**config.mk**
```make
export PLATFORM = sky130hd
export DESIGN_NAME = kse_cell
export DESIGN_NICKNAME = d
export VERILOG_FILES = /design/src/kse_pkg.sv /design/src/kse_cell.sv
export SDC_FILE = /design/constraint.sdc
export NUM_CORES = 1
export LEC_CHECK = 0
export BUFFER_PORTS_ARGS = -buffer_cell sky130_fd_sc_hd__buf_2
export CORE_MARGIN = 1
export CORE_UTILIZATION = 58
export CTS_BUF_LIST = sky130_fd_sc_hd__clkbuf_8
export DETAILED_ROUTE_END_ITERATION = 7
export GPL_ROUTABILITY_DRIVEN = 0
export HOLD_SLACK_MARGIN = 0.1
export MAX_ROUTING_LAYER = met4
export PLACE_DENSITY_LB_ADDON = 0.05
export SYNTH_ARGS = -nofsm -noshare
export SYNTH_HDL_FRONTEND = slang
export SYNTH_SLANG_ARGS = --single-unit
export TNS_END_PERCENT = 50
```
**constraint.sdc**
```tcl
create_clock -name clk -period 5.5 [get_ports clk]
set_input_delay 0.825 -clock clk [delete_from_list [all_inputs] [get_ports clk]]
set_output_delay 0.825 -clock clk [all_outputs]
set_load 0.05 [all_outputs]
```
**src/kse_pkg.sv**
```systemverilog
// ----------------------------------------------------------------------------
// Key sort engine package
// Shared constants, types and control encodings for the key sort engine.
// ----------------------------------------------------------------------------
package kse_pkg;

	localparam int MAX_ITEMS_DEF = 64;
	localparam int KEY_BITS_DEF  = 32;
	localparam int DATA_W        = 32;
	localparam int MODE_W        = 2;

	localparam int MODE_DESC_BIT   = 0;
	localparam int MODE_SIGNED_BIT = 1;

	typedef enum logic [1:0] {
		ST_LOAD,
		ST_SORT,
		ST_DRAIN
	} kse_state_t;

	typedef enum logic [1:0] {
		OP_HOLD,
		OP_SHIFT_IN,
		OP_SORT,
		OP_SHIFT_OUT
	} cell_op_t;

	typedef struct packed {
		cell_op_t            op;
		logic                phase;
		logic [MODE_W-1:0]   mode;
	} cell_ctrl_t;

endpackage

```
**src/kse_cell.sv**
```systemverilog
// ----------------------------------------------------------------------------
// Key sort cell
// One slot of the sorting chain: shifts keys in and out and performs an
// odd-even compare-exchange with one of its neighbors.
// ----------------------------------------------------------------------------
module kse_cell import kse_pkg::*; #(
	parameter int KEY_BITS = KEY_BITS_DEF,
	parameter int CELL_IDX = 0
) (
	input  logic                clk,
	input  logic                arst_n,
	input  cell_ctrl_t          ctrl,
	input  logic [KEY_BITS-1:0] left_key,
	input  logic                left_valid,
	input  logic [KEY_BITS-1:0] right_key,
	input  logic                right_valid,
	output logic [KEY_BITS-1:0] key_q,
	output logic                valid_q
);

	localparam logic [KEY_BITS-1:0] SIGN_MASK = KEY_BITS'(1) << (KEY_BITS - 1);
	localparam logic                ODD_SLOT  = 1'((CELL_IDX % 2));

	logic                is_lower;
	logic [KEY_BITS-1:0] flip_mask;
	logic [KEY_BITS-1:0] low_key;
	logic [KEY_BITS-1:0] high_key;
	logic                pair_valid;
	logic                swap;
	logic [KEY_BITS-1:0] key_d;
	logic                valid_d;

	always_comb begin
		is_lower  = (ctrl.phase == ODD_SLOT);
		flip_mask = (ctrl.mode[MODE_SIGNED_BIT] ? SIGN_MASK : '0) ^
			(ctrl.mode[MODE_DESC_BIT] ? '1 : '0);
		if (is_lower) begin
			low_key    = key_q;
			high_key   = right_key;
			pair_valid = valid_q && right_valid;
		end else begin
			low_key    = left_key;
			high_key   = key_q;
			pair_valid = valid_q && left_valid;
		end
		swap = pair_valid && ((low_key ^ flip_mask) > (high_key ^ flip_mask));

		key_d   = key_q;
		valid_d = valid_q;
		case (ctrl.op)
			OP_SHIFT_IN: begin
				key_d   = left_key;
				valid_d = (CELL_IDX == 0) ? 1'b1 : left_valid;
			end
			OP_SHIFT_OUT: begin
				key_d   = right_key;
				valid_d = right_valid;
			end
			OP_SORT: begin
				if (swap) begin
					key_d = is_lower ? right_key : left_key;
				end
			end
			default: begin
				key_d   = key_q;
				valid_d = valid_q;
			end
		endcase
	end

	always_ff @(posedge clk or negedge arst_n) begin
		if (!arst_n) begin
			valid_q <= 1'b0;
		end else begin
			valid_q <= valid_d;
		end
	end

	always_ff @(posedge clk) begin
		key_q <= key_d;
	end

endmodule

```
After elaboration in Yosys (flattened, before gate mapping)
Index checks and enable logic that the tools add are counted.

operators by class
  bitwise operators = 3
  muxes and demuxes = 9
  equality and inequality tests = 4
  magnitude comparators = 1
  reductions and logical operators = 6

operator list
  kind                                                                    count
  32-bit two-way mux                                                      6
  32-bit case mux with 3 select lines                                     1
  32-bit bitwise XOR                                                      3
  32-bit greater-than comparator                                          1
  2-bit equality test (second input constant)                             2
  1-bit logical AND                                                       3
  3-bit nonzero test                                                      1
  2-bit by 1-bit equality test with 1-bit output (second input constant)  1
  2-bit inequality test (second input constant)                           1
  1-bit case mux with 2 select lines                                      1
  2-bit AND reduction                                                     1
  2-bit nonzero test                                                      1
  1-bit two-way mux                                                       1

storage, ports and cells
  register bits = 33
  output and inout port bits = 33
  input port bits = 73
  word-level logic and storage cells = 25

Logic depth before layout (Yosys ltp)
Gate-level depths: netlist of run 1.

  depth in word-level cells = 7
  depth in mapped cells = 10

Worst setup path before layout of run 1
OpenSTA, ideal clock, no wires.

  path kind = in2reg
  start = in ctrl[2] in the netlist's numbering
  end = reg key_q[0], enable pin
  required time = 4.941 ns
  arrival time = 3.459 ns
  path slack = 1.481 ns
  path buffers = 2
  cell stages on the path = 10
  setup time = 0.559 ns
  path through = buf_4 buf_2 mux2i_1 xor2_1 ha_1 a21oi_1 nand2_1 a221o_1 o311ai_1 nand3b_1

on the way
  word-level cells in the longest chain between the ends = 6
  elaborated cells on any way between the ends = 9
  classes of those cells = 1 x order compare; 1 x eq/ne; 3 x mux; 2 x bitwise; 2 x reduce/logical

RTL lines
  element                                     RTL line        RTL
  from (decl)                                 kse_cell.sv:12  input cell_ctrl_t ctrl,
  32-bit two-way mux                          kse_cell.sv:37  if (is_lower) begin
  32-bit bitwise XOR                          kse_cell.sv:46  swap = pair_valid && ((low_key ^ flip_mask) > (high_key ^ flip_mask));
  32-bit greater-than comparator              kse_cell.sv:46
  1-bit logical AND (*)                       kse_cell.sv:46
  2-bit inequality test (no source line) (*)  --
  2-bit AND reduction (no source line) (*)    --
  to (signal assigned)                        kse_cell.sv:80  key_q <= key_d;
  to (decl)                                   kse_cell.sv:17  output logic [KEY_BITS-1:0] key_q,

Mark *: on every way between the ends. The rest lies on a longest branch, timed or not.
A chain may end at the register's enable or synchronous reset.

Final worst setup path of run 1
  start = in ctrl[2] in the netlist's numbering
  end = reg key_q[13], enable pin

The elaborated chain is that of the path after synthesis.

==> metrics.yaml, run 1 <==
avgViaCountPerCell: 5.523
ff_latch_area_um2: 985.9
ys_ff_latch: 33
antenna_found_initial: 0
insertion_delay_ps: 280
mappedNetlistArea_um2: 3390
cts_setup_buffers: 0
period_share: 0.7457
leakage_nw: 1.894
ioPinCount: 106
crit_slowest_cell: "buf_4"
critPathBufInv: 3
fill_cells: 416
ir_worst_vdd_mv: 0.1507
crit_chain: "buf_4, buf_4, mux2i_1, xor2_1, ha_1, nand4_1, nor2_1, a221o_1, o311ai_1, nand3b_1, buf_4"
io_buffers: 105
antenna_cells: 0
synthFlopType: "edfxtp_1"
required_ps: 5530
cts.htree.levels: 2
finalMaxSlewViolations: 0
cts_hold_buf: 0
final_cell_area_um2: 4048
die_h_um: 78.45
drt_iter0_markers: 69
dpl.hpwl_um: 5297
cpMostUsedCell: "buf_4"
netlist.area_leader.share: 0.2835
synthArstFlopShare: 0.03030
totalNegativeSetupSlack_ps: 0
grtUsageTotal: 0.2397
worst_pin_slew_ps: 1038
clock-root-buffer: "clkbuf_8"
synth-edff-count: 32
num_rows: 27
rsz0062_at_grt: "false"
yosysTopAreaCell: "edfxtp_1"
die_x_um: 78.45
overflow: 0
grt_first_pass_wirelength_um: 11270
layout-drive-gt1-share: 0.3744
synth_fp_nets: 402
multi_input_area_um2: 2310
drt_pre_antenna_iters: 4
grt_max_degree: 50
end_kind: "flop"
final_antenna_net_count: 0
power_density_nw_per_um2: 238.6
arrival_ps: 4130
max_freq_mhz: 243.8
clkTransAtPathRegs_ps: 70
start_util: 0.6081
setup_viol: 0
vias: 2596
grt_pass1_vias: 2548
slowest_delay_ps: 610
area_delta_synth_final_pct: 19.42
wirelength_um: 6864
max_cap_viol_count: 0
path_max_fanout: 49
core_um2: 5574
synth_area_leaders: "edfxtp_1 28%, mux2i_1 19%, ha_1 12%"
crit_type: "input pin to flop"
ys_warn_count: 0
hold_viol_final: 0
nets: 502
clock_sinks: 33
design.die.area_um2: 6154
post-route-min-period_ps: 4101
synth_cells: 297
placed_area_um2: 3958
cts_tree: "yes"
finClkSkew_ps: 8.628
slew_headroom: 0.3052
worst_setup_path_start_kind: "input pin"
drc: 0
path_delay_family: "buffers and inverters"
status: "finished clean"
hold_class: "input pin to asynchronous set/reset pin"
yosysUniqueCellTypes: 36
cts_buffers: 5
post_cts_resized: 0
clockBufferDepth: 2
avgSynthCellArea_um2: 11.41
wl_per_cell_um: 14.60
total_power_mw: 0.9657
seq_area_frac_synth: 0.2909
-- kinds of logic (layout without fill, tap and decap cells) --
| kind of cell | after synthesis | count (layout) | share of synthesized area |
|---|---|---|---|
| flops | 33 | 33 | 0.2909 |
| buf+inv | 18 | 119 | 0.02990 |
| compound gates | 28 | 28 | 0.05427 |
| simple gates | 25 | 25 | 0.04356 |
| xor+xnor | 65 | 65 | 0.1680 |
| fa+ha+maj | 32 | 32 | 0.1181 |
| mux | 96 | 96 | 0.2953 |
-- synth_stat cells, types with 2 or more instances --
cell / count
mux2_2: 29
ha_1: 32
a221o_1: 2
nand4_1: 5
o21ai_0: 2
buf_2: 12
xnor2_1: 32
buf_4: 5
a21o_1: 3
mux2_1: 3
edfxtp_1: 32
mux2i_1: 64
xor2_1: 33
nand2_1: 6
nand3_1: 5
a21oi_1: 12
-- worst reg2reg max path: cells and delay by family, from the launching register on --
kind	cells	cell delay, ps
and+or+nand+nor	3	1070
DFF	1	420
buffers and inverters	1	380
adders and majority gates	1	340
AOI/OAI and AO/OA	2	320
muxes	1	220
xor gates and xnor gates	1	100
-- final timing paths --
path | start | to | slack (ps) | depth (start not counted)
setup / recovery | ctrl[2] | key_q[13] | 1400 | 11
hold / removal | arst_n | valid_q | 310 | 1
setup reg to reg | key_q[29] | key_q[13] | 2400 | 9
hold reg to reg | valid_q | valid_q | 560 | 1
max in group asynchronous | arst_n | valid_q | 5100 | 1
min in group clk | valid_q | valid_q | 560 | 1
-- sequential cells by signal (all words and copies together) (netlist names) --
register	count
key_q	32
valid_q	1
-- cell usage in the layout (no fill, tap or decap), drive strengths merged --
cell type / instances
nor4: 2
and4: 1
o211ai: 1
or2: 1
mux2: 32
ha: 32
nand3b: 1
a211oi: 1
a21o: 3
o22a: 1
buf: 110
o2111ai: 1
xnor2: 32
dfrtp: 1
o21ai: 3
nor2b: 1
nor3: 1
nand3: 5
xor2: 33
nand2: 6
a31oi: 1
edfxtp: 32
nand4: 6
nor2: 1
a21oi: 12
mux2i: 64
a21boi: 1
a221o: 2
o31ai: 1
o311ai: 1
clkbuf: 6
inv: 3
-- final cells by class --
type | instances | area share
Clock buffer | 6 | 0.02040
Clock inverter | 2 | 0.001855
Inverter | 1 | 0.0009274
Multi-Input combinational cell | 246 | 0.5706
Sequential cell | 33 | 0.2436
Tap cell | 72 | 0.02226
Timing Repair Buffer | 110 | 0.1403
-- report_power, final --
part	total, mW	switching, mW	leakage, nW	internal (mW)
combinational	0.453	0.271	1.51	0.182
clock	0.184	0.0856	0.0538	0.0983
sequential	0.329	0.0183	0.326	0.311
-- stage by stage --
step / utilization / setup WS [ps] / hold WS [ps] / cells
4_1_cts: 0.7262 / 1362 / 306.7 / 470
3_3_place_gp: 0.7100 / 1163 / 510.3 / 462
3_5_place_dp: 0.7100 / 1061 / 537.3 / 462
2_1_floorplan: - / 1481 / 529.4 / 297
6_report: 0.7262 / 1399 / 313.1 / 470
5_1_grt: 0.7262 / 1076 / 300.6 / 470
-- metal layers --
layer / up-vias / GRT usage / share of wire
li1: 1315 / - / -
met1: 1203 / 0.2695 / 0.43
met2: 68 / 0.4395 / 0.52
met3: 10 / 0.03721 / 0.034
met4: 0 / 0.06481 / 0.016
met5: - / - / 0
No activity file was read; power rests on OpenSTA's default activity.
==> run 2, diff against run 1 <==
CORE_UTILIZATION = 54   (was 58)
clock period = 4 ns   (was 5.5 ns; I/O delays follow)
==> metrics.yaml, run 2 (synthesized netlist as in run 1, its figures left out) <==
largest_reg_flops: 32  # unchanged
clockBufferDepth: 2  # unchanged
holdPathStages: 1
layout_commonest_cell: "buf_2"  # unchanged
layout.cells.non_filler: 473  # was 470
crit_type: "input pin to flop"  # unchanged
end_kind: "flop"  # unchanged
grt_pass1_vias: 2479  # was 2548
post-route-min-period_ps: 3056
hold_viol_final: 0  # unchanged
clock_sinks: 33  # unchanged
r2r_cells: 9  # unchanged
gr-usage-met1: 0.2693  # was 0.2695
max_flop_register: "key_q"  # unchanged
mostFrequentLayoutCells: "103 x buf_2, 64 x mux2i_1, 33 x xor2_1"  # unchanged
nets: 502  # unchanged
rsz0062_at_grt: "false"  # unchanged
wirelength_um: 6634  # was 6864 um
final_antenna_net_count: 0  # unchanged
hold_class: "flop to flop"  # was input pin to asynchronous set/reset pin
die_x_um: 81.23  # was 78.45 um
num_rows: 28  # was 27
dpl.hpwl_um: 4965  # was 5297 um
clock-root-buffer: "clkbuf_8"  # unchanged
path_max_fanout: 66  # was 49
final_util: 0.6836  # was 0.7262
multi_input_area_um2: 2310  # unchanged
required_ps: 4030  # was 5530 ps
drt_pre_antenna_iters: 4  # unchanged
grt_first_pass_wirelength_um: 10740  # was 11270 um
antenna_cells: 0  # unchanged
leakage_nw: 1.906  # was 1.894 nW
max_cap_viol_count: 0  # unchanged
setup_viol: 0  # unchanged
start_util: 0.5658  # was 0.6081
ir_worst_vdd_mv: 0.1828  # was 0.1507 mV
design.die.area_um2: 6598  # was 6154 um2
avgViaCountPerCell: 5.463  # was 5.523
core_um2: 5991  # was 5574 um2
drc: 0  # unchanged
totalNegativeSetupSlack_ps: 0  # unchanged
status: "finished clean"  # unchanged
vias: 2584  # was 2596
insertion_delay_ps: 280  # about the same
grt_max_degree: 67  # was 50
placed_cells: 464  # was 462
grtUsageTotal: 0.2162  # was 0.2397
layout-drive-gt1-share: 0.3719  # was 0.3744
cts.htree.levels: 2  # unchanged
die_h_um: 81.23  # was 78.45 um
finClkSkew_ps: 1.677  # was 8.628 ps
gr-max-usage-layer: "met2"  # unchanged
arrival_ps: 3080  # was 4130 ps
drt_iter0_markers: 56  # was 69
worst_pin_slew_ps: 1071  # was 1038 ps
total_power_mw: 1.384  # was 0.9657 mW
cts_buffers: 5  # unchanged
io_buffers: 105  # unchanged
finalMaxSlewViolations: 0  # unchanged
hold-worst-slack_ps: 524.8  # was 313.1 ps
cts_tree: "yes"  # unchanged
area_delta_synth_final_pct: 20.82  # was 19.42%
worst_setup_path_start_kind: "input pin"  # unchanged
slew_headroom: 0.2835  # was 0.3052
ioPinCount: 106  # unchanged
fill_cells: 476  # was 416
power_density_nw_per_um2: 338.1  # was 238.6 nW/um2
grtUsageMet3: 0.03483  # was 0.03721
use_met2: 0.3639  # was 0.4395
clkTransAtPathRegs_ps: 70  # about the same
ff_latch_area_um2: 985.9  # unchanged
max_freq_mhz: 327.3
wl_per_cell_um: 14.03  # was 14.60 um
overflow: 0  # unchanged
reg_top3: "key_q (32), valid_q (1)"  # unchanged
period_share: 0.7639
antenna_found_initial: 0  # unchanged
-- run 2: cell count changes in the layout (fill, tap and decap cells not counted) --
cell           delta
buf_4             -3
clkbuf_8          -1
bufinv_16         +1
buf_12            +2
inv_1             -1
clkinv_1          +1
dlygate4sd3_1     +1
-- run 2: layout make-up --
cell class	instances	share of cell area
clock buffers	5	0.01680
clock inverters	3	0.009166
inverters	1	0.0009166
multi-input cells	246	0.5640
flip-flops and latches	33	0.2408
well taps	75	0.02291
repair buffers	110	0.1454
-- run 2: report_power, final --
group	internal, mW	total, mW	leakage (nW)	switching, mW
Clock	0.181	0.312	0.0570	0.130
Combinational	0.253	0.621	1.52	0.368
Sequential	0.427	0.452	0.326	0.0248
Total	0.862	1.38	1.91	0.523
-- run 2: metrics by stage --
stage / cell area (um2) / setup slack [ps]
finish: 4095 / 944.5
CTS: 4095 / 935.5
global route: 4095 / 707.3
detailed placement: 3979 / 627.4
global placement: 3979 / 674.2
floorplan: 3390 / 206.4
-- run 2: layer usage --
layer  vias up  wire length [um]
met2        60              3148
met3         7               247
met1      1209              3173
li1       1308                 -
met4         0                63
met5         -                 0
-- run 2: worst max-delay path, stage by stage --
cell and delay (ps):
buf_4 90, buf_12 360, mux2i_1 310, xor2_1 100, ha_1 330, nand4_1 160, nor4_1 430, a31oi_1 170
o311ai_1 120, nand3b_1 130, buf_4 240
-- run 2: what timing repair did --
item / CTS / global route
hold buffers: 1 / 0
hold endpoints to repair: 1 / 0
setup buffers: 0 / 0
resized for setup: 0 / 0
-- run 2: worst paths after layout --
check	start	endpoint	slack [ps]
min	valid_q	valid_q	520
min in group asynchronous	arst_n	valid_q	640
min reg2reg	valid_q	valid_q	520
max reg2reg	key_q[14]	key_q[13]	1410
max	ctrl[2]	key_q[13]	940
max in group asynchronous	arst_n	valid_q	3280
