$ cat config.mk
export PLATFORM = sky130hd
export DESIGN_NAME = kse_ctrl
export DESIGN_NICKNAME = d
export VERILOG_FILES = /design/src/kse_pkg.sv /design/src/kse_ctrl.sv
export SDC_FILE = /design/constraint.sdc
export NUM_CORES = 1
export LEC_CHECK = 0
export BUFFER_PORTS_ARGS = -buffer_cell sky130_fd_sc_hd__buf_2
export CORE_AREA = 2 2 39 41
export CTS_CLUSTER_SIZE = 40
export DETAILED_ROUTE_END_ITERATION = 6
export DIE_AREA = 0 0 41 43
export HOLD_SLACK_MARGIN = 0.08
export REMOVE_ABC_BUFFERS = 1
export SYNTH_ARGS = -nofsm -noshare
export SYNTH_HDL_FRONTEND = slang
export SYNTH_SLANG_ARGS = --single-unit
export TNS_END_PERCENT = 10
$ cat constraint.sdc
create_clock -name clk -period 2.86 [get_ports clk]
set_clock_uncertainty 0.2 [all_clocks]
set_input_delay 0.286 -clock clk [delete_from_list [all_inputs] [get_ports clk]]
set_output_delay 0.286 -clock clk [all_outputs]
set_load 0.02 [all_outputs]
$ cat src/kse_pkg.sv
// ----------------------------------------------------------------------------
// Key sort engine package
// Shared constants, types and control encodings for the key sort engine.
// ----------------------------------------------------------------------------
package kse_pkg;

	localparam int MAX_ITEMS_DEF = 64;
	localparam int KEY_BITS_DEF  = 32;
	localparam int DATA_W        = 32;
	localparam int MODE_W        = 2;

	localparam int MODE_DESC_BIT   = 0;
	localparam int MODE_SIGNED_BIT = 1;

	typedef enum logic [1:0] {
		ST_LOAD,
		ST_SORT,
		ST_DRAIN
	} kse_state_t;

	typedef enum logic [1:0] {
		OP_HOLD,
		OP_SHIFT_IN,
		OP_SORT,
		OP_SHIFT_OUT
	} cell_op_t;

	typedef struct packed {
		cell_op_t            op;
		logic                phase;
		logic [MODE_W-1:0]   mode;
	} cell_ctrl_t;

endpackage

$ cat src/kse_ctrl.sv
// ----------------------------------------------------------------------------
// Key sort controller
// Sequences loading, the odd-even transposition passes and draining of the
// cell chain, and holds the compare mode register and the drop flag.
// ----------------------------------------------------------------------------
module kse_ctrl import kse_pkg::*; #(
	parameter int MAX_ITEMS = MAX_ITEMS_DEF
) (
	input  logic              clk,
	input  logic              arst_n,
	input  logic              cfg_valid,
	input  logic [MODE_W-1:0] cfg_data,
	input  logic              in_valid,
	input  logic              in_last,
	output logic              in_ready,
	input  logic              chain_full,
	input  logic              head_valid,
	input  logic              next_valid,
	input  logic              out_free,
	output logic              load_out,
	output logic              drop_q,
	output cell_ctrl_t        ctrl
);

	localparam int PASS_W = $clog2(MAX_ITEMS);

	kse_state_t        state_q;
	kse_state_t        state_d;
	logic [PASS_W-1:0] pass_q;
	logic [MODE_W-1:0] mode_q;
	logic              drop_set;
	logic              drop_clr;

	always_comb begin
		state_d    = state_q;
		in_ready   = 1'b0;
		load_out   = 1'b0;
		drop_set   = 1'b0;
		drop_clr   = 1'b0;
		ctrl.op    = OP_HOLD;
		ctrl.phase = pass_q[0];
		ctrl.mode  = mode_q;
		unique case (state_q)
			ST_LOAD: begin
				in_ready = 1'b1;
				if (in_valid) begin
					if (chain_full) begin
						drop_set = 1'b1;
					end else begin
						ctrl.op = OP_SHIFT_IN;
					end
					if (in_last) begin
						state_d = ST_SORT;
					end
				end
			end
			ST_SORT: begin
				ctrl.op = OP_SORT;
				if (pass_q == PASS_W'(MAX_ITEMS - 1)) begin
					state_d = ST_DRAIN;
				end
			end
			ST_DRAIN: begin
				if (out_free && head_valid) begin
					ctrl.op  = OP_SHIFT_OUT;
					load_out = 1'b1;
					if (!next_valid) begin
						drop_clr = 1'b1;
						state_d  = ST_LOAD;
					end
				end
			end
			default: begin
				state_d = ST_LOAD;
			end
		endcase
	end

	always_ff @(posedge clk or negedge arst_n) begin
		if (!arst_n) begin
			state_q <= ST_LOAD;
			pass_q  <= '0;
			mode_q  <= '0;
			drop_q  <= 1'b0;
		end else begin
			state_q <= state_d;
			if (state_q == ST_SORT) begin
				pass_q <= pass_q + PASS_W'(1);
			end else begin
				pass_q <= '0;
			end
			if (cfg_valid) begin
				mode_q <= cfg_data;
			end
			if (drop_set) begin
				drop_q <= 1'b1;
			end else if (drop_clr) begin
				drop_q <= 1'b0;
			end
		end
	end

`ifndef NO_ASSERTIONS
	assert property (@(posedge clk) disable iff (!arst_n)
		(state_q == ST_DRAIN) |-> head_valid)
		else $error("Drain state entered with an empty chain.");

	assert property (@(posedge clk) disable iff (!arst_n)
		(state_q == ST_SORT && state_d == ST_DRAIN) |-> (pass_q == PASS_W'(MAX_ITEMS - 1)))
		else $error("Sorting ended before all passes were run.");

	assert property (@(posedge clk) disable iff (!arst_n)
		(state_q != ST_LOAD) |-> !in_ready)
		else $error("Input accepted outside the load state.");
`endif

endmodule

=== Yosys cells after proc, flatten, opt, wreduce, memory -nomap -nowiden ===
Index checks and enable logic that the tools add are counted.

* Register bits after elaboration: 11
* Output and inout port bits: 8

* Equality and inequality tests: 8
* Muxes and demuxes: 22
* Add/subtract/negate cells: 1
* Reductions and logical operators: 4

{| class="wikitable"
|+ Operator list
! cell !! count
|-
| 2-to-1 mux 1 bit || 13
|-
| 2-to-1 mux 2 bit || 6
|-
| one-hot mux 2 bit (3 select lines) || 2
|-
| inequality test 2 bit (second input constant) || 5
|-
| adder 6 x 1 -> 6 bit (second input constant) || 1
|-
| == test 6 bit (second input constant) || 1
|-
| 2-to-1 mux 6 bit || 1
|-
| AND reduction 5 bit || 1
|-
| == test 2 x 1 -> 1 bit (second input constant) || 1
|-
| == test 2 bit (second input constant) || 1
|-
| logical NOT 2 bit || 1
|-
| nonzero test 2 bit || 1
|-
| logical AND 1 bit || 1
|}

=== Logic depth before layout (Yosys ltp) ===
Gate-level depths: netlist of run 1.

* Depth after elaboration: 5
* Depth in mapped cells: 4

=== Least setup slack after synthesis of run 1 ===
OpenSTA, ideal clock, no wires.

* Path kind: register to output
* Start point: register state_q[1]
* End point: output port ctrl[3] (netlist name)
* Arrival: 1359 ps
* Cell stages (with the launch flop): 4
* Path buffers: 0
* Data required time: 2374 ps
* Slack: 1015 ps
* Path through: dfrtp_1 -> nor2_1 -> nand2_1 -> o21ai_0

{| class="wikitable"
|+ RTL lines
! element !! line !! source
|-
| from (decl) || kse_ctrl.sv:27 || <nowiki>kse_state_t state_q;</nowiki>
|-
| from (signal assigned) || kse_ctrl.sv:86 || <nowiki>state_q <= state_d;</nowiki>
|-
| to (decl) || kse_ctrl.sv:22 || <nowiki>output cell_ctrl_t ctrl</nowiki>
|}

==> results of run 1 <==
[cells in the final DEF (no fill, tap or decap), drive strengths merged]
cell and n:
xor2 2, and3 1, or3 2, nor2 7, nand2b 1, nand4b 1, xnor2 1, inv 2
buf 18, nand2 5, o31ai 1, dfrtp 11, mux2 2, clkbuf 4, dlygate4sd3 5, ha 1
a21oi 1, nand3 5, o21ai 4
[critical path, delay by kind of cell, from the launching register on]
family / cells / cell delay, ns
flip-flops: 1 / 0.40
AO/OA/AOI/OAI: 1 / 0.12
buffers and inverters: 1 / 0.18
AND/OR/NAND/NOR: 2 / 0.30
[power groups by stage]
stage | registers (µW) | logic [µW] | clock network, µW
6_report | 238 | 143 | 104
3_3_place_gp | 240 | 137 | 0
5_1_grt | 247 | 164 | 120
2_1_floorplan | 250 | 81.8 | 0
3_5_place_dp | 241 | 141 | 0
4_1_cts | 239 | 145 | 109
[layout make-up]
| cell class | count | area (µm²) | area share (%) |
|---|---|---|---|
| clock buffer | 4 | 26.3 | 3.91 |
| inverter | 2 | 7.51 | 1.12 |
| multi-input combinational | 34 | 203 | 30.2 |
| sequential | 11 | 275 | 41.0 |
| tap | 16 | 20.0 | 2.98 |
| timing repair buffer | 23 | 140 | 20.9 |
[cell families after synthesis]
kind of cell               Yosys count  synth area share (%)
muxes                                2                  4.47
AOI/OAI and AO/OA                    6                  6.45
and+or+nand+nor                     22                  21.6
adders and majority gates            1                  2.48
DFF                                 11                  54.6
xor gates and xnor gates             3                  5.21
buffers and inverters                4                  5.21
[metrics by stage]
| step | hold WS (ns) | cells | utilization [%] | cell area [µm²] |
|---|---|---|---|---|
| 2_1_floorplan | -0.210 | 47 | - | 485 |
| 3_3_place_gp | -0.0359 | 81 | 43.0 | 596 |
| 3_5_place_dp | -0.0400 | 81 | 43.0 | 596 |
| 4_1_cts | 0.0808 | 90 | 48.6 | 672 |
| 5_1_grt | 0.0823 | 90 | 48.6 | 672 |
| 6_report | 0.0822 | 90 | 48.6 | 672 |
[per-layer routing]
metal	global-route usage, %	up-vias	wire, µm
met5	0	-	0
met4	4.00	0	0
met3	7.85	0	60
met2	20.9	12	477
met1	19.1	202	399
li1	-	215	-
[repair_timing]
item,in CTS,in global routing
hold buffers,5,0
endpoints found under the hold margin,15,0
setup endpoints to repair,0,0
[worst paths after layout]
kind,startpoint,end,cells after the start
max reg2reg,state_q[1],state_q[1],3
max,state_q[1],ctrl[3],4
min reg2reg,pass_q[0],pass_q[0],1
max in group asynchronous,arst_n,pass_q[1],2
min in group asynchronous,arst_n,pass_q[2],2
min,in_valid,drop_q,3
[cell usage after synthesis, drive strengths merged]
cell type	n
o21ai	4
nand4b	1
nor2	7
a21oi	1
ha	1
o31ai	1
inv	2
mux2	2
or3	2
xor2	2
nand3	5
buf	2
nand2b	1
nand2	5
and3	1
dfrtp	11
xnor2	1
[state kept, by name, indices dropped and copies added (netlist names)]
name     flops
pass_q       6
mode_q       2
drop_q       1
state_q      2
==> out/metrics.cfg, run 1 <==
[clock_tree]
cts_tree=done
root_buffer=clkbuf_4
cts_setup_buffers=0
numCtsBuffers=3
cts_max_level=1
path_clk_slew_ns=0.07
clk_latency_ns=0.27
clockBufferDepth=2
clock_sinks=11
cts.repair.resized=0

[route]
wl_um=938
wl_per_cell_um=10.4
vias=429
drtPass1Iterations=3
drc=0
final_antenna_net_count=0
drtIter0Drc=4
vias_per_cell=4.77

[grt]
antenna_found_initial=0
grt_max_degree=12
grt_pass1_wl_um=1690
grtUsageTotal_pct=14.7
grt_overflow_total=0
grt_pass1_vias=409

[pwr]
swShare_pct=34.1
intPower_uw=319
combPwrFrac_pct=29.4
seq_power_share_pct=49.1
power.switching_uw=165
cellPowerDensity_mw_per_mm2=721
pwr-share-clk_pct=21.5
design_power_total_uw=485
max-vdd-ir-drop_v=0.000449
power.leakage_uw=0.000324

[yosys]
avgSynthCellArea_um2=10.3
yosysTopAreaCell=dfrtp_1
synth_area_um2=504
ys_ff_latch=11
yosysSeqAreaShare_pct=54.6
synthTopCellsByArea=dfrtp_1 55%, nor2_1 5.2%, mux2_2 4.5%
synth_top_cell_area_share_pct=54.6
netlist-cell-type-count=19
synth_cells=49
synth-warning-count=0

[placed_design]
gp_congestion=0.737
preCtsSetupSlack_ns=1.40
place_hpwl_um=741
portBuffers=18

[sta]
relSlewSlack_pct=81.9
min_period_ns=1.76
finalCritPeriodShare_pct=61.4
final_hold_viol_count=0
worst_pin_slew_ns=0.272
final-setup-viol-count=0
fin_tns_setup_ns=0
max_freq_mhz=570
drv_slew=0
setup_ws_ns=1.10
rsz0062_at_grt=false

[hold_path]
hp-class=in2reg

[die]
start_util_pct=36.4
die_w_um=41
placementRows=14
dieHeight_um=43
io_pins=19
die_area_mm2=0.00176
coreArea_mm2=0.00138

[setup_path]
cpMaxStageDelayCell=dfrtp_1
start_kind=flop
rrSetupSlack_ns=1.42
path_max_fanout=4
critPathKind=reg2out
path_cells=nor2_1 > nand2_1 > o21ai_0 > buf_2
crit_path_max_incr_delay_ns=0.40
cp_data_arrival_time_ns=1.27
crit_required_ns=2.37
worstSetupEndpointType=primary output

[finish]
area_growth_pct=33.3
drive_gt1_share_pct=32.4
final_nets=87
fillers=139
num_antenna_cells=0

[outcome]
status=finished, final reports clean

[flow_run]
drv_cap=0

Power figures use the tool's default switching activity.
==> run 2: changes to the inputs <==
--- a/config.mk
+++ b/config.mk
@@ -11,6 +11,7 @@
 export DETAILED_ROUTE_END_ITERATION = 6
 export DIE_AREA = 0 0 41 43
 export HOLD_SLACK_MARGIN = 0.08
+export PLACE_DENSITY = 0.67
 export REMOVE_ABC_BUFFERS = 1
 export SYNTH_ARGS = -nofsm -noshare
 export SYNTH_HDL_FRONTEND = slang
==> constraint.sdc (replaced) <==
create_clock -name clk -period 1.6 [get_ports clk]
set_clock_uncertainty 0.2 [all_clocks]
set_input_delay 0.16 -clock clk [delete_from_list [all_inputs] [get_ports clk]]
set_output_delay 0.16 -clock clk [all_outputs]
set_load 0.02 [all_outputs]
==> out/metrics.cfg, run 2 (same netlist as run 1, synthesis figures left out) <==
[finish]
largest_registers=pass_q (6), mode_q (2), state_q (2)
final_common_cell=buf_2
mostFrequentLayoutCells=15 x buf_2, 11 x dfrtp_1, 10 x dlygate4sd3_1, 9 x buf_4, 6 x nor2_1
final_nets=98  ; +13%
instances_no_fill=101  ; +12%
area_growth_pct=54.1
num_antenna_cells=0  ; unchanged
drive_gt1_share_pct=36.5  ; +4.0 points
top_register=pass_q
fin_area_um2=777  ; +16%
largest_reg_flops=6  ; unchanged
fin_util_pct=56.1  ; +7.6 points

[pwr]
cellPowerDensity_mw_per_mm2=1180  ; +64%
power.leakage_uw=0.000372  ; +15%
max-vdd-ir-drop_v=0.000671  ; +49%
design_power_total_uw=921  ; +90%

[die]
die_area_mm2=0.00176  ; unchanged
placementRows=14  ; unchanged
die_w_um=41  ; unchanged
coreArea_mm2=0.00138  ; unchanged
start_util_pct=36.4  ; unchanged
io_pins=19  ; unchanged
dieHeight_um=43  ; unchanged

[setup_path]
critPathKind=reg2out
crit_family=flip-flops
cp_data_arrival_time_ns=1.28  ; about the same
rr_startpoint=state_q[0]
path_max_fanout=4  ; unchanged
cpMaxStageDelayCell=dfrtp_1
rrSetupSlack_ns=0.10  ; -1.32 ns
path_buf_inv=1  ; unchanged
r2r_cells=5  ; +2
crit_required_ns=1.24  ; -1.13 ns
worstSetupEndpointType=primary output
r2r-end=drop_q
path_cells=nand4b_1 > o21ai_1 > buf_4
crit_path_max_incr_delay_ns=0.41  ; about the same
start_kind=flop

[sta]
relSlewSlack_pct=83.0  ; +1.1 points
max_freq_mhz=611
min_period_ns=1.64
drv_slew=0  ; unchanged
final-setup-viol-count=2  ; +2
rsz0062_at_grt=true
finalCritPeriodShare_pct=102
final_hold_viol_count=0  ; unchanged
worst_pin_slew_ns=0.255  ; -0.0172 ns
setup_ws_ns=-0.0364  ; -1.14 ns

[clock_tree]
cts_tree=done
cts_max_level=1  ; unchanged
path_clk_slew_ns=0.07  ; about the same
clk_latency_ns=0.27  ; about the same
numCtsBuffers=3  ; unchanged
clock_sinks=11  ; unchanged
root_buffer=clkbuf_4
clockBufferDepth=2  ; unchanged

[grt]
grt_overflow_total=0  ; unchanged
grt_pass1_wl_um=1910  ; +13%
grt_pass1_vias=466  ; +14%
grtUsageTotal_pct=16.6  ; +1.9 points
grt_max_degree=12  ; unchanged
antenna_found_initial=0  ; unchanged

[outcome]
violations=negative setup slack
status=finished with violations

[placed_design]
dp.cells=82  ; +1.2%
portBuffers=18  ; unchanged
place_hpwl_um=813  ; +9.6%
dpl_cell_area_um2=603  ; +1.3%
gp_congestion=0.814  ; +11%

[route]
drtIter0Drc=17  ; +13
vias_per_cell=5.03  ; +5.5%
wl_per_cell_um=12.6  ; +21%
wl_um=1280  ; +36%
drc=0  ; unchanged
final_antenna_net_count=0  ; unchanged
vias=508  ; +18%
drtPass1Iterations=4  ; +1

[flow_run]
drv_cap=0  ; unchanged

[hold_path]
hp-class=in2async

[run 2: cell types whose count changed in the layout (fill, tap and decap cells not counted), sizes merged]
cell,before,now
dlygate4sd3,5,10
buf,18,24
[run 2: power by group]
part / total, µW / switching (µW) / internal [µW]
registers: 426 / 69.5 / 356
clock network: 193 / 96.1 / 96.6
logic: 302 / 154 / 148
total: 921 / 320 / 600
[run 2: layout make-up]
type | instances | area (µm²)
fillers | 115 | 607
inverters | 2 | 7.51
flip-flops and latches | 11 | 275
well taps | 16 | 20.0
multi-input cells | 34 | 205
clock buffers | 4 | 26.3
repair buffers | 34 | 243
[run 2: worst max-delay path by stage]
stage / start / endpoint / slack (ns) / cells past startpoint
5_1_grt: state_q[0] / ctrl[3] / -0.11 / 3
2_1_floorplan: state_q[1] / ctrl[3] / -0.12 / 3
6_report: state_q[0] / ctrl[3] / -0.04 / 3
3_3_place_gp: pass_q[0] / state_q[1] / 0.25 / 4
4_1_cts: state_q[0] / ctrl[3] / 0.0003 / 3
3_5_place_dp: pass_q[0] / state_q[1] / 0.19 / 4
[run 2: what timing repair did]
action | in CTS | in global routing
buffers inserted | 3 | 2
setup endpoints to repair | 1 | 3
hold endpoints to repair | 16 | 0
pin swaps | 1 | 0
hold buffers | 10 | 0
gates resized for setup | 1 | 5
[run 2: routing by layer]
| metal | share of wire [%] | global-route usage, % | up-vias |
|---|---|---|---|
| met4 | 2.4 | 10.0 | 0 |
| met1 | 38 | 18.9 | 253 |
| met2 | 54 | 26.9 | 15 |
| met3 | 4.9 | 3.14 | 4 |
| met5 | 0 | 0 | - |
| li1 | - | - | 236 |
[run 2: per-stage QoR]
| step | setup TNS [ns] | hold slack, ns | worst slack, ns |
|---|---|---|---|
| 6_report | -0.0676 | 0.0769 | -0.0364 |
| 5_1_grt | -0.222 | 0.105 | -0.106 |
| 4_1_cts | 0 | 0.0818 | 0.000287 |
| 3_5_place_dp | 0 | -0.155 | 0.188 |
| 3_3_place_gp | 0 | -0.160 | 0.252 |
| 2_1_floorplan | -0.119 | -0.336 | -0.119 |
